**src/ktsb_pkg.sv**
```systemverilog
package ktsb_pkg;

   localparam int DEF_KEYS_PER_TRACK = 64;
   localparam int NUM_TRACKS         = 2;
   localparam int TRACK_W            = $clog2(NUM_TRACKS);

   localparam int KIND_W    = 2;
   localparam int INDEX_W   = 6;
   localparam int TIME_W    = 32;
   localparam int VAL_W     = 32;
   localparam int FRAC_W    = 16;
   localparam int FAC_W     = FRAC_W + 1;
   localparam int COUNT_W   = 7;
   localparam int NUM_COMPS = 3;
   localparam int COMP_W    = 2;
   localparam int PROD_W    = (VAL_W + 1) + (FAC_W + 1);

   // Restoring division yields one quotient bit per step.
   localparam int DIV_STEPS = FAC_W;
   localparam int DIV_CNT_W = $clog2(DIV_STEPS);

   localparam logic [FAC_W-1:0] ONE_Q16 = FAC_W'(1) << FRAC_W;

   // Request payload layout.
   localparam int OFF_KEY_INDEX = 0;
   localparam int OFF_TIME      = OFF_KEY_INDEX + INDEX_W;
   localparam int OFF_TO_TIME   = OFF_TIME + TIME_W;
   localparam int OFF_VALUE     = OFF_TO_TIME + TIME_W;
   localparam int OFF_FACTOR    = OFF_VALUE + NUM_COMPS * VAL_W;
   localparam int REQ_BITS      = OFF_FACTOR + FAC_W;
   localparam int REQ_TDATA_W   = ((REQ_BITS + 7) / 8) * 8;
   localparam int REQ_TUSER_W   = KIND_W + TRACK_W;
   localparam int RSP_TDATA_W   = NUM_COMPS * VAL_W;

   localparam int CSR_INDEX_W = 1;

   typedef enum logic [KIND_W-1:0] {
      KIND_WRITE  = 2'd0,
      KIND_SAMPLE = 2'd1,
      KIND_BLEND  = 2'd2
   } kind_type;

   typedef enum logic [CSR_INDEX_W-1:0] {
      REG_KEY_COUNT_A = 1'b0,
      REG_KEY_COUNT_B = 1'b1
   } csr_reg_type;

   typedef logic [NUM_COMPS-1:0][VAL_W-1:0] vec_type;

   // Operand source for the lerp unit.
   typedef enum logic [1:0] {
      OP_CUR   = 2'd0,
      OP_SEG   = 2'd1,
      OP_BLEND = 2'd2
   } op_sel_type;

   typedef struct packed {
      logic               capture;
      logic               mem_write;
      logic               rd_en;
      logic [TRACK_W-1:0] rd_track;
      logic               use_to_time;
      logic               load_prev;
      logic               op_load;
      op_sel_type         op_sel;
      logic               div_init;
      logic               div_step;
      logic               fac_load;
      logic               mul_en;
      logic               add_en;
      logic [COMP_W-1:0]  comp;
      logic               hold_load;
      logic               rsp_load;
   } ctrl_cmd_type;

   typedef struct packed {
      logic le_first;
      logic seg_hit;
   } dp_status_type;

endpackage

```
**src/ktsb_ctrl.sv**
```systemverilog
module ktsb_ctrl #(
   parameter int KEYS_PER_TRACK = ktsb_pkg::DEF_KEYS_PER_TRACK
) (
   input  logic                                clock,
   input  logic                                reset,
   input  logic                                req_tvalid,
   output logic                                req_tready,
   input  logic [ktsb_pkg::KIND_W-1:0]         req_kind,
   input  logic [ktsb_pkg::TRACK_W-1:0]        req_track,
   output logic                                rsp_tvalid,
   input  logic                                rsp_tready,
   input  logic                                csr_we,
   input  logic [ktsb_pkg::CSR_INDEX_W-1:0]    csr_index,
   input  logic [ktsb_pkg::COUNT_W-1:0]        csr_wdata,
   output ktsb_pkg::ctrl_cmd_type              cmd,
   output logic [$clog2(KEYS_PER_TRACK)-1:0]   rd_slot,
   input  ktsb_pkg::dp_status_type             status
);
   import ktsb_pkg::*;

   localparam int SLOT_W    = $clog2(KEYS_PER_TRACK);
   localparam int KEY_W     = SLOT_W + 1;
   localparam int CNT_EXT_W = SLOT_W + COUNT_W + 1;

   typedef enum logic [9:0] {
      ST_IDLE = 10'b00_0000_0001,
      ST_RD0  = 10'b00_0000_0010,
      ST_CHK0 = 10'b00_0000_0100,
      ST_SCAN = 10'b00_0000_1000,
      ST_DIV  = 10'b00_0001_0000,
      ST_FAC  = 10'b00_0010_0000,
      ST_MUL  = 10'b00_0100_0000,
      ST_ADD  = 10'b00_1000_0000,
      ST_NEXT = 10'b01_0000_0000,
      ST_OUT  = 10'b10_0000_0000
   } state_type;

   typedef enum logic [1:0] {
      JOB_SINGLE  = 2'd0,
      JOB_BLEND_A = 2'd1,
      JOB_BLEND_B = 2'd2,
      JOB_MIX     = 2'd3
   } job_type;

   state_type            state_ff, state_in;
   job_type              job_ff, job_in;
   logic [TRACK_W-1:0]   trk_ff, trk_in;
   logic [KEY_W-1:0]     key_ff, key_in;
   logic [DIV_CNT_W-1:0] div_cnt_ff, div_cnt_in;
   logic [COMP_W-1:0]    comp_ff, comp_in;
   logic [COUNT_W-1:0]   count_a_ff, count_b_ff;
   logic                 rsp_valid_ff, rsp_valid_in;

   logic [COUNT_W-1:0]   count_sel;
   logic [CNT_EXT_W-1:0] cnt_ext;
   logic [CNT_EXT_W-1:0] n_ext;
   logic [KEY_W-1:0]     n_keys;
   logic                 at_last;
   logic                 accept;
   logic                 rsp_free;

   // Key count in use, with zero read as one and overflow as full.
   assign count_sel = (trk_ff == '0) ? count_a_ff : count_b_ff;
   assign cnt_ext   = CNT_EXT_W'(count_sel);
   assign n_ext     = (cnt_ext == '0) ? CNT_EXT_W'(1) :
                      (cnt_ext > CNT_EXT_W'(KEYS_PER_TRACK)) ? CNT_EXT_W'(KEYS_PER_TRACK) :
                      cnt_ext;
   assign n_keys    = n_ext[KEY_W-1:0];
   assign at_last   = key_ff == (n_keys - KEY_W'(1));

   assign req_tready = state_ff == ST_IDLE;
   assign accept     = req_tvalid && req_tready;
   assign rsp_free   = !rsp_valid_ff || rsp_tready;
   assign rsp_tvalid = rsp_valid_ff;
   assign rd_slot    = key_in[SLOT_W-1:0];

   always_comb begin
      state_in   = state_ff;
      job_in     = job_ff;
      trk_in     = trk_ff;
      key_in     = key_ff;
      div_cnt_in = div_cnt_ff;
      comp_in    = comp_ff;

      cmd             = '0;
      cmd.rd_track    = trk_ff;
      cmd.use_to_time = job_ff == JOB_BLEND_B;
      cmd.comp        = comp_ff;
      cmd.op_sel      = OP_CUR;

      unique case (state_ff)
         ST_IDLE: begin
            if (accept) begin
               cmd.capture = 1'b1;
               unique case (kind_type'(req_kind))
                  KIND_WRITE: begin
                     cmd.mem_write = 1'b1;
                  end
                  KIND_SAMPLE: begin
                     job_in   = JOB_SINGLE;
                     trk_in   = req_track;
                     state_in = ST_RD0;
                  end
                  KIND_BLEND: begin
                     job_in   = JOB_BLEND_A;
                     trk_in   = '0;
                     state_in = ST_RD0;
                  end
                  default: begin
                     state_in = ST_IDLE;
                  end
               endcase
            end
         end
         ST_RD0: begin
            cmd.rd_en = 1'b1;
            key_in    = '0;
            state_in  = ST_CHK0;
         end
         ST_CHK0: begin
            cmd.load_prev = 1'b1;
            if ((n_keys == KEY_W'(1)) || status.le_first) begin
               cmd.op_load = 1'b1;
               cmd.op_sel  = OP_CUR;
               comp_in     = '0;
               state_in    = ST_MUL;
            end else begin
               cmd.rd_en = 1'b1;
               key_in    = KEY_W'(1);
               state_in  = ST_SCAN;
            end
         end
         ST_SCAN: begin
            if (status.seg_hit) begin
               cmd.op_load  = 1'b1;
               cmd.op_sel   = OP_SEG;
               cmd.div_init = 1'b1;
               div_cnt_in   = '0;
               state_in     = ST_DIV;
            end else if (at_last) begin
               cmd.op_load = 1'b1;
               cmd.op_sel  = OP_CUR;
               comp_in     = '0;
               state_in    = ST_MUL;
            end else begin
               cmd.load_prev = 1'b1;
               cmd.rd_en     = 1'b1;
               key_in        = key_ff + KEY_W'(1);
            end
         end
         ST_DIV: begin
            cmd.div_step = 1'b1;
            if (div_cnt_ff == DIV_CNT_W'(DIV_STEPS - 1)) begin
               state_in = ST_FAC;
            end else begin
               div_cnt_in = div_cnt_ff + DIV_CNT_W'(1);
            end
         end
         ST_FAC: begin
            cmd.fac_load = 1'b1;
            comp_in      = '0;
            state_in     = ST_MUL;
         end
         ST_MUL: begin
            cmd.mul_en = 1'b1;
            state_in   = ST_ADD;
         end
         ST_ADD: begin
            cmd.add_en = 1'b1;
            if (comp_ff == COMP_W'(NUM_COMPS - 1)) begin
               state_in = ST_NEXT;
            end else begin
               comp_in  = comp_ff + COMP_W'(1);
               state_in = ST_MUL;
            end
         end
         ST_NEXT: begin
            unique case (job_ff)
               JOB_BLEND_A: begin
                  cmd.hold_load = 1'b1;
                  trk_in        = TRACK_W'(1);
                  job_in        = JOB_BLEND_B;
                  state_in      = ST_RD0;
               end
               JOB_BLEND_B: begin
                  cmd.op_load = 1'b1;
                  cmd.op_sel  = OP_BLEND;
                  job_in      = JOB_MIX;
                  comp_in     = '0;
                  state_in    = ST_MUL;
               end
               default: begin
                  state_in = ST_OUT;
               end
            endcase
         end
         ST_OUT: begin
            if (rsp_free) begin
               cmd.rsp_load = 1'b1;
               state_in     = ST_IDLE;
            end
         end
         default: begin
            state_in = ST_IDLE;
         end
      endcase
   end

   always_comb begin
      rsp_valid_in = rsp_valid_ff;
      if (cmd.rsp_load) begin
         rsp_valid_in = 1'b1;
      end else if (rsp_tready) begin
         rsp_valid_in = 1'b0;
      end
   end

   always_ff @(posedge clock) begin
      if (reset) begin
         state_ff     <= ST_IDLE;
         rsp_valid_ff <= 1'b0;
         count_a_ff   <= COUNT_W'(1);
         count_b_ff   <= COUNT_W'(1);
      end else begin
         state_ff     <= state_in;
         rsp_valid_ff <= rsp_valid_in;
         if (csr_we) begin
            unique case (csr_reg_type'(csr_index))
               REG_KEY_COUNT_A: count_a_ff <= csr_wdata;
               REG_KEY_COUNT_B: count_b_ff <= csr_wdata;
               default: begin
                  count_a_ff <= count_a_ff;
               end
            endcase
         end
      end
   end

   always_ff @(posedge clock) begin
      job_ff     <= job_in;
      trk_ff     <= trk_in;
      key_ff     <= key_in;
      div_cnt_ff <= div_cnt_in;
      comp_ff    <= comp_in;
   end

endmodule

```
**config.mk**
```make
export PLATFORM = sky130hd
export DESIGN_NAME = ktsb_ctrl
export DESIGN_NICKNAME = d
export VERILOG_FILES = /design/src/ktsb_pkg.sv /design/src/ktsb_ctrl.sv
export SDC_FILE = /design/constraint.sdc
export NUM_CORES = 1
export LEC_CHECK = 0
export ABC_AREA = 1
export ABC_CLOCK_PERIOD_IN_PS = 4510
export BUFFER_PORTS_ARGS = -buffer_cell sky130_fd_sc_hd__buf_4
export CORE_ASPECT_RATIO = 1.2
export CORE_MARGIN = 2
export CORE_UTILIZATION = 62
export CTS_CLUSTER_SIZE = 12
export DETAILED_ROUTE_END_ITERATION = 8
export PLACE_DENSITY = 0.92
export SETUP_SLACK_MARGIN = 0.4
export SLEW_MARGIN = 20
export SYNTH_ARGS = -nofsm -noshare
export SYNTH_HDL_FRONTEND = slang
export SYNTH_SLANG_ARGS = --single-unit
export TNS_END_PERCENT = 50
```
**constraint.sdc**
```tcl
create_clock -name clock -period 4.51 [get_ports clock]
set_input_delay 0.451 -clock clock [delete_from_list [all_inputs] [get_ports clock]]
set_output_delay 0.451 -clock clock [all_outputs]
set_load 0.02 [all_outputs]
```
==> run_results.csv, run 1 <==
group,metric,value,unit
critical_path,endpoint_kind,"output pin",
timing,rsz0062_at_grt,"no",
critical_path,timing.rr.end,"comp_ff[1]",
power_and_ir_drop,ir_drop,0.218,mV
cells_and_area,antenna_cells,0,
drt,drtIter0Drc,198,
logic_synthesis,yosys-top-cells-count,"inv_1, nor2_1, nand2_1, dfxtp_1, nand3_1",
logic_synthesis,yosysMostFrequentCell,"inv_1",
cts,cts.htree.levels,2,
power_and_ir_drop,pwr_density_cell,303,nW/um^2
critical_path,required,4.06,ns
place,dp_hpwl,5010,um
drt,first_pass_iters,5,
status,status,"finished, final reports clean",
logic_synthesis,syn-cell-area,2870,sq um
cts,cts_tree,"built",
logic_synthesis,ys_seq_area_share,33.2,%
cts,cts_resized,0,
global_routing,antenna_found_initial,0,
die,initial_utilization,63.3,%
die,die-area,5190,sq um
drt,drc,0,
timing,fin_crit_sh,81.9,%
die,die_y,78.5,um
critical_path,worstSetupStartpoint,"trk_ff",
global_routing,grt_pass1_vias,2626,
critical_path,arrival,3.24,ns
die,core-area,4530,sq um
cts,ctsLongestPathBuffers,2,
cts,clk_latency,0.30,ns
timing,tightest_slew,0.706,ns
drt,via_count,2689,
place,dpl.cell_count,492,
global_routing,grt_max_degree,21,
global_routing,grt_pass1_wl,11500,um
timing,hold_violations,0,
place,numPortBuffers,43,
timing,layout_min_cycle_time,3.69,ns
place,gp_congestion,0.989,
timing,whs,0.366,ns
timing,skew,0.00728,ns
power_and_ir_drop,power.leakage,1.64,nW
cts,post-cts-setup-buffers,0,
critical_path,crit_fanout,9,
critical_path,worstSetupPathType,"reg -> out",
logic_synthesis,synth_cell_type_count,36,
logic_synthesis,synth.avg_cell_area,7.12,sq um
logic_synthesis,synthArstFlopShare,0,%
logic_synthesis,synth.net_count,433,
logic_synthesis,ys_ff_latch,42,
cts,clock_sinks,42,
critical_path,r2r_slack,1.35,ns
hold_path,hold_path_depth,2,
cts,path_clk_slew,0.09,ns
cells_and_area,syn_to_final_growth,14.8,%
die,rows,27,
logic_synthesis,synth-edff-count,11,
critical_path,cp-start-kind,"register",
cts,clock-root-buffer,"clkbuf_8",
place,place_ws,1.20,ns
cells_and_area,nets,471,
cells_and_area,layout-drive-gt1-share,21.9,%
timing,maxSlewViolCount,0,
drt,wire_per_inst,12.8,um
logic_synthesis,ys_warn_count,0,
logic_synthesis,ys_top_cells_by_area,"dfxtp_1, edfxtp_1, inv_1",
cts,cts_buffers,5,
timing,slew_headroom,52.5,%
hold_path,hold_class,"in -> reg",
die,die_w,66.1,um
hold_path,holdCritStartpoint,"reset",
logic_synthesis,ys.flop_type,"dfxtp_1",
drt,drtAntennaViolNets,0,
global_routing,grt_usage,27.7,%
die,boundaryPins,44,
timing,max_freq,271,MHz
timing,setup_slack,0.818,ns
logic_synthesis,synth_cells,403,
global_routing,grt_remaining_overflow,0,
drt,vias_per_cell,5.38,
cts,cts_hold_buf,0,
cells_and_area,final_util,72.7,%
drt,routed_wl,6390,um
critical_path,r2r-start,"trk_ff",
timing,tns,0,ns
logic_synthesis,post-synth-top-area-fraction,21.6,%
hold_path,min_to,"state_ff[1]",
logic_synthesis,yosysTopAreaCell,"dfxtp_1",
critical_path,reg2regPathDepth,23,
job,cap_viol_max_count,0,
timing,final-setup-viol-count,0,
cells_and_area,finalNonFillerCells,500,
[kinds of logic (layout without fill, tap and decap cells)]
| group | count (synthesis) | after routing | share of synthesized area, % |
|---|---|---|---|
| simple gates | 224 | 224 | 40.4 |
| fa+ha+maj | 12 | 12 | 5.24 |
| flops | 42 | 42 | 33.2 |
| xor+xnor | 6 | 6 | 1.83 |
| buf+inv | 85 | 124 | 12.6 |
| compound gates | 34 | 34 | 6.81 |
[layout by cell type, fill, tap and decap left out, types with 2 or more instances in the layout]
master and n:
inv_1 69, nand3_1 31, nor2_4 5, o21ai_1 2, inv_6 2, nand3_2 7, nor2_2 4, nand4_1 8
nand2_2 14, a21oi_1 5, o21ai_2 2, nor3_1 10, nand3b_1 3, ha_1 12, edfxtp_1 11, clkbuf_8 5
inv_2 2, nor2_1 64, a31oi_1 2, nor4_1 5, xor2_1 5, nand2_1 62, o21bai_1 2, nand2_4 8
buf_4 43, o21ai_0 18, dfxtp_1 31
[area by class of cell]
type                    instances  area [sq um]
clock buffers                   5          68.8
clock inverters                 3          43.8
fillers                       378          1230
inverters                      73           279
multi-input cells             276          1560
flip-flops and latches         42           951
well taps                      58          72.6
repair buffers                 43           323
[how the worst max path moves through the flow]
stage,cells after the start,slack (ns),to
global route,24,0.50,rd_slot[0]
detailed placement,24,1.20,rd_slot[1]
floorplan,22,1.41,rd_slot[1]
CTS,24,0.85,rd_slot[0]
finish,24,0.82,rd_slot[0]
global placement,24,1.30,rd_slot[1]
[critical path, cell delays in order, from the launching register on]
cell and delay (ns):
edfxtp_1 0.58, inv_6 0.10, nand2_2 0.08, nand2_2 0.06, nor2_2 0.17, nand3_2 0.11, nand2_4 0.12, nand2_4 0.08
nand2_2 0.08, inv_1 0.05, ha_1 0.23, nand2_1 0.14, inv_1 0.05, nand3_1 0.09, nand2_1 0.06, nand2_1 0.05
nand2_1 0.06, nor2_2 0.09, nand2_2 0.08, inv_1 0.09, nand2_4 0.10, nand3_1 0.11, nand3_1 0.12, nand3_1 0.12
buf_4 0.15
[power breakdown]
part / leakage [nW] / internal (mW) / total [mW] / switching [mW]
Sequential: 0.354 / 0.404 / 0.428 / 0.0239
Combinational: 1.23 / 0.0959 / 0.265 / 0.169
Clock: 0.0585 / 0.166 / 0.304 / 0.139
Total: 1.64 / 0.666 / 0.997 / 0.331
[sequential cells by signal, summed over array words and instances, names as in the netlist]
signal / cells
state_ff: 10
count_a_ff: 7
count_b_ff: 7
trk_ff: 1
job_ff: 2
key_ff: 7
div_cnt_ff: 5
rsp_tvalid: 1
comp_ff: 2
[layer usage]
metal  global-route usage [%]  vias to the layer above  share of wire (%)
met4                     6.53                        0                1.2
met5                        0                        -                  0
met3                     5.16                       10                5.1
met2                     49.5                       99                 53
li1                         -                     1353                  -
met1                     33.8                     1227                 41
[through the flow]
| step | power, mW | cell area, sq um |
|---|---|---|
| finish | 0.997 | 3290 |
| detailed placement | 0.694 | 3180 |
| CTS | 0.995 | 3290 |
| global route | 1.05 | 3290 |
| global placement | 0.687 | 3180 |
| floorplan | 0.638 | 2870 |
Note: power is estimated with default switching activity, not from simulation.
==> run 2: changes to the inputs <==
--- a/config.mk
+++ b/config.mk
@@ -6,14 +6,14 @@
 export NUM_CORES = 1
 export LEC_CHECK = 0
 export ABC_AREA = 1
-export ABC_CLOCK_PERIOD_IN_PS = 4510
+export ABC_CLOCK_PERIOD_IN_PS = 3100
 export BUFFER_PORTS_ARGS = -buffer_cell sky130_fd_sc_hd__buf_4
 export CORE_ASPECT_RATIO = 1.2
 export CORE_MARGIN = 2
-export CORE_UTILIZATION = 62
+export CORE_UTILIZATION = 52
 export CTS_CLUSTER_SIZE = 12
 export DETAILED_ROUTE_END_ITERATION = 8
-export PLACE_DENSITY = 0.92
+export PLACE_DENSITY = 0.83
 export SETUP_SLACK_MARGIN = 0.4
 export SLEW_MARGIN = 20
 export SYNTH_ARGS = -nofsm -noshare
==> constraint.sdc (replaced) <==
create_clock -name clock -period 3.1 [get_ports clock]
set_input_delay 0.31 -clock clock [delete_from_list [all_inputs] [get_ports clock]]
set_output_delay 0.31 -clock clock [all_outputs]
set_load 0.02 [all_outputs]
==> run_results.csv, run 2 (synthesis results as in run 1) <==
group,metric,value,unit
status,status,"finished, violations left",
status,violations,"setup timing",
global_routing,grt_pass1_vias,2822,
die,rows,29,
cts,path_clk_slew,0.08,ns
drt,top_layer_used,"met4",
drt,wire_per_inst,15.4,um
drt,routed-wl-met2,4270,um
critical_path,path_delay_family,"simple AND/OR/NAND/NOR gates",
critical_path,cp_slowest_cell,"edfxtp_1",
global_routing,grt_remaining_overflow,0,
cells_and_area,layout-drive-gt1-share,32.2,%
job,cap_viol_max_count,0,
timing,skew,0.00354,ns
power_and_ir_drop,p_sw,0.565,mW
timing,setup_slack,-0.287,ns
cts,clock-root-buffer,"clkbuf_8",
power_and_ir_drop,clkPwrFrac,23.3,%
cells_and_area,layout_common_cells,"inv_1, nor2_1, buf_4",
die,die-area,6130,sq um
die,die_w,71.8,um
place,numPortBuffers,43,
cts,clock_sinks,42,
timing,final-setup-viol-count,9,
cells_and_area,syn_to_final_growth,30.3,%
critical_path,required,2.79,ns
critical_path,endpoint_kind,"output pin",
die,boundaryPins,44,
critical_path,max_stage_delay,0.51,ns
timing,hold_violations,0,
cells_and_area,layout_commonest_cell,"inv_1",
global_routing,grt_pass1_wl,12600,um
die,die_y,85.4,um
timing,tns,-2.29,ns
place,dp_hpwl,5190,um
power_and_ir_drop,power.leakage,1.82,nW
critical_path,critPathMostFrequentCell,"nand3_2",
cts,cts_tree,"built",
drt,first_pass_iters,7,
global_routing,grt_usage,25.6,%
power_and_ir_drop,finalPower,1.53,mW
critical_path,worstSetupPathType,"reg -> out",
cells_and_area,nets,492,
cts,clk_latency,0.30,ns
critical_path,crit_fanout,5,
place,place_area,3290,sq um
critical_path,crit_chain,"buf_12, nand2_2, nand2_2, nor2_4, nand3_2, nand2_4, nand2_4, nand2_4, inv_2, ha_4, xor2_2, nand3_2, nor2_4, buf_4, nand3_2, nor2_4, o21ai_1, nand3_1, nand3_2, buf_6",
drt,wl_met1,2970,um
cells_and_area,largest_reg_flops,10,
global_routing,antenna_found_initial,0,
drt,drtAntennaViolNets,0,
timing,tightest_slew,0.656,ns
hold_path,hold_class,"in -> reg",
drt,via_count,2943,
drt,wl_met3,535,um
cells_and_area,antenna_cells,0,
drt,vias_per_cell,5.61,
drt,drtIter0Drc,200,
cts,cts_buffers,5,
place,gp_congestion,0.918,
power_and_ir_drop,p_int,0.968,mW
timing,maxSlewViolCount,0,
die,core-area,5300,sq um
power_and_ir_drop,switching_share,36.9,%
timing,max_freq,295,MHz
drt,drc,0,
timing,whs,0.222,ns
critical_path,crit_buf_inv,4,
cells_and_area,fin_area,3740,sq um
power_and_ir_drop,sequentialPowerShare,41.0,%
cts,cts_hold_buf,0,
critical_path,cp-start-kind,"register",
cells_and_area,regMostFlops,"state_ff",
timing,rsz0062_at_grt,"yes",
cts,ctsLongestPathBuffers,2,
global_routing,grt_max_degree,21,
critical_path,arrival,3.08,ns
timing,layout_min_cycle_time,3.39,ns
timing,slew_headroom,55.9,%
power_and_ir_drop,pwr_density_cell,410,nW/um^2
drt,routed_wl,8110,um
power_and_ir_drop,pwr-share-comb,35.7,%
cells_and_area,final_util,70.5,%
die,initial_utilization,54.1,%
timing,fin_crit_sh,109,%
power_and_ir_drop,ir_drop,0.273,mV
cts,cts.htree.levels,2,
-- run 2: layout make-up --
type,count,area (sq um)
Multi-Input combinational cell,277,1780
Clock buffer,5,68.8
Clock inverter,3,21.3
Timing Repair Buffer,63,552
Tap cell,62,77.6
Sequential cell,42,951
Fill cell,397,1560
Inverter,73,289
-- run 2: worst paths after layout --
check / from / endpoint / slack, ns / cells past startpoint
worst max-delay path: trk_ff / rd_slot[0] / -0.29 / 20
worst min-delay path: csr_wdata[0] / count_b_ff[0] / 0.22 / 3
worst max register to register: trk_ff / comp_ff[0] / 0.04 / 15
worst min register to register: count_b_ff[1] / count_b_ff[1] / 0.52 / 2
-- run 2: repair_timing --
action                                 CTS  global route
cloned                                   2             0
setup endpoints to repair               18            27
gates resized for setup                 27            21
setup buffers                           15             1
endpoints found under the hold margin    0             0
pin swaps                               10            10
-- run 2: power by group through the flow --
stage | clock network [mW] | logic [mW] | registers (mW)
2_1_floorplan | 0 | 0.337 | 0.615
5_1_grt | 0.382 | 0.589 | 0.630
3_5_place_dp | 0 | 0.413 | 0.635
3_3_place_gp | 0 | 0.403 | 0.634
4_1_cts | 0.366 | 0.496 | 0.624
6_report | 0.357 | 0.548 | 0.628
-- run 2: stage by stage --
step                      setup WS [ns]  cells
after global placement            0.127    499
after CTS                        -0.180    524
after floorplan                   0.186    403
after detailed placement         0.0443    499
final                            -0.287    525
after global routing             -0.433    525
-- run 2: worst register-to-register path: stages (launching register included) --
cell      delay [ns]
edfxtp_1        0.51
buf_12          0.20
inv_12          0.09
nand2_2         0.07
nand2_4         0.09
nor2_4          0.04
nand3_2         0.09
nand2_4         0.07
nand2_4         0.08
nand2_4         0.05
buf_4           0.13
ha_1            0.18
a31oi_1         0.39
o21ai_0         0.21
nor4_1          0.49
nor2_2          0.12
-- run 2: routing by layer --
| layer | vias to the layer above | GRT usage [%] |
|---|---|---|
| li1 | 1395 | - |
| met1 | 1358 | 29.2 |
| met2 | 149 | 47.1 |
| met3 | 41 | 4.28 |
| met4 | 0 | 9.09 |
| met5 | - | 0 |
==> run 3: changes to the inputs <==
--- a/config.mk
+++ b/config.mk
@@ -6,7 +6,6 @@
 export NUM_CORES = 1
 export LEC_CHECK = 0
 export ABC_AREA = 1
-export ABC_CLOCK_PERIOD_IN_PS = 3100
 export BUFFER_PORTS_ARGS = -buffer_cell sky130_fd_sc_hd__buf_4
 export CORE_ASPECT_RATIO = 1.2
 export CORE_MARGIN = 2
@@ -14,6 +13,7 @@
 export CTS_CLUSTER_SIZE = 12
 export DETAILED_ROUTE_END_ITERATION = 8
 export PLACE_DENSITY = 0.83
+export REMOVE_ABC_BUFFERS = 1
 export SETUP_SLACK_MARGIN = 0.4
 export SLEW_MARGIN = 20
 export SYNTH_ARGS = -nofsm -noshare
==> run_results.csv, run 3 (synthesis results as in run 1) <==
group,metric,value,unit
status,status,"finished, violations left",
status,violations,"setup timing",
cts,clock_sinks,42,
timing,rsz0062_at_grt,"yes",
drt,wire_per_inst,15.0,um
power_and_ir_drop,power.leakage,1.82,nW
timing,layout_min_cycle_time,3.31,ns
critical_path,path_delay_family,"simple AND/OR/NAND/NOR gates",
timing,setup_slack,-0.206,ns
timing,final-setup-viol-count,9,
global_routing,antenna_found_initial,0,
cells_and_area,nets,500,
die,boundaryPins,44,
drt,drtIter0Drc,256,
timing,slew_headroom,52.7,%
job,cap_viol_max_count,0,
power_and_ir_drop,pwr_density_cell,419,nW/um^2
die,core-area,5300,sq um
die,initial_utilization,54.1,%
critical_path,cp-start-kind,"register",
cts,clock-root-buffer,"clkbuf_8",
global_routing,grt_usage,24.8,%
critical_path,arrival,3.00,ns
cells_and_area,n_fill_cell,383,
power_and_ir_drop,ir_drop,0.329,mV
drt,drtAntennaViolNets,0,
global_routing,grt_pass1_wl,12300,um
cts,cts.htree.levels,2,
drt,drc,0,
global_routing,grt_remaining_overflow,0,
cells_and_area,finalNonFillerCells,533,
place,numPortBuffers,43,
die,die_w,71.8,um
timing,tightest_slew,0.703,ns
cells_and_area,largest_reg_flops,10,
critical_path,crit_buf_inv,4,
hold_path,min_to,"count_b_ff[0]",
cells_and_area,antenna_cells,0,
cells_and_area,syn_to_final_growth,28.8,%
drt,first_pass_iters,5,
critical_path,required,2.79,ns
place,place_ws,-0.0735,ns
critical_path,endpoint_kind,"output pin",
critical_path,reg2regPathDepth,22,
critical_path,worstSetupPathType,"reg -> out",
die,rows,29,
cells_and_area,regMostFlops,"state_ff",
global_routing,grt_max_degree,21,
die,die_y,85.4,um
critical_path,crit_chain,"buf_6, inv_8, nand2_2, nand2_2, nor2_4, nand3_2, nand2_4, nand2_4, nand2_4, inv_2, ha_4, xor2_2, nand3_2, nor2_4, nand2_2, nor2_4, nand2_4, nand2_4, nand3b_4, o21ai_2, buf_6",
timing,fin_crit_sh,107,%
timing,maxSlewViolCount,0,
cells_and_area,layout-drive-gt1-share,32.3,%
cts,cts_buffers,5,
timing,hold_violations,0,
cells_and_area,layout_common_cells,"inv_1, nor2_1, buf_4",
cts,path_clk_slew,0.08,ns
drt,via_count,2985,
cts,cts_tree,"built",
drt,routed_wl,7980,um
cells_and_area,layout_commonest_cell,"inv_1",
critical_path,crit_fanout,7,
critical_path,max_stage_delay,0.40,ns
place,gp_congestion,0.920,
hold_path,holdCritStartpoint,"csr_wdata[0]",
global_routing,grt_pass1_vias,2885,
critical_path,timing.rr.end,"comp_ff[1]",
die,die-area,6130,sq um
place,dp_hpwl,5220,um
hold_path,hold_path_depth,3,
critical_path,cp_slowest_cell,"edfxtp_1",
critical_path,critPathMostFrequentCell,"nand2_4",
critical_path,r2r_slack,0.12,ns
cts,ctsLongestPathBuffers,2,
critical_path,r2r-start,"trk_ff",
cts,clk_latency,0.31,ns
timing,skew,0.0134,ns
place,dpl.cell_count,502,
timing,max_freq,303,MHz
hold_path,hold_class,"in -> reg",
drt,vias_per_cell,5.60,
run 3: cell types whose count changed in the layout (fill, tap and decap cells not counted), sizes merged:
cell      before  now
buf           63   71
inv           72   73
clkinvlp       1    0
run 3: how the worst max path moves through the flow:
stage | startpoint | end | slack, ns | cells after the start
2_1_floorplan | trk_ff | rd_slot[1] | 0.009 | 20
3_3_place_gp | trk_ff | rd_slot[1] | 0.06 | 24
3_5_place_dp | trk_ff | rd_slot[5] | -0.07 | 23
4_1_cts | trk_ff | rd_slot[1] | -0.13 | 21
5_1_grt | trk_ff | rd_slot[5] | -0.35 | 21
6_report | trk_ff | rd_slot[1] | -0.21 | 21
run 3: layout make-up:
type                            count  area (sq um)  area share (%)
Clock inverter                      3          20.0           0.542
Tap cell                           62          77.6            2.10
Clock buffer                        5          68.8            1.86
Timing Repair Buffer               71           582            15.8
Sequential cell                    42           951            25.7
Inverter                           73           282            7.62
Multi-Input combinational cell    277          1710            46.4
run 3: repair_timing:
action / 4_1_cts / 5_1_grt
setup endpoints to repair: 27 / 27
hold endpoints to repair: 0 / 0
buffers inserted: 15 / 7
hold buffers: 0 / 0
resized for setup: 40 / 16
gates cloned: 1 / 0
pin swaps: 21 / 18
run 3: metrics by stage:
step           TNS, ns  hold slack, ns  utilization (%)  power, mW  cell area, sq um
2_1_floorplan        0           0.378                -      0.910              2790
3_3_place_gp         0           0.478             61.0       1.02              3230
3_5_place_dp    -0.266           0.481             61.0       1.03              3230
4_1_cts         -0.737           0.215             67.5       1.47              3570
5_1_grt          -2.80           0.224             69.7       1.62              3690
6_report         -1.43           0.215             69.7       1.55              3690
run 3: where the power goes:
part / internal [mW] / leakage, nW / switching [mW]
registers: 0.588 / 0.354 / 0.0384
logic: 0.236 / 1.41 / 0.321
clock network: 0.159 / 0.0484 / 0.205
run 3: worst register-to-register path, stage by stage, from the launching register on:
cell,delay [ns]
edfxtp_1,0.40
buf_6,0.17
inv_8,0.06
nand2_2,0.07
nand2_2,0.08
nor2_4,0.11
nand3_2,0.11
nand2_4,0.09
nand2_4,0.05
nand2_4,0.07
inv_2,0.04
ha_4,0.26
xor2_2,0.14
nand3_2,0.12
nor2_4,0.14
buf_6,0.10
nand3_2,0.07
nor2_4,0.17
buf_6,0.12
nor2_4,0.04
nor2_4,0.12
inv_2,0.07
nor2_4,0.09
run 3: routing by layer:
layer	part of all wire [%]	vias up	global-route usage, %
li1	-	1410	-
met1	39	1394	26.8
met2	52	141	46.0
met3	5.0	40	4.04
met4	4.3	0	12.0
met5	0	-	0
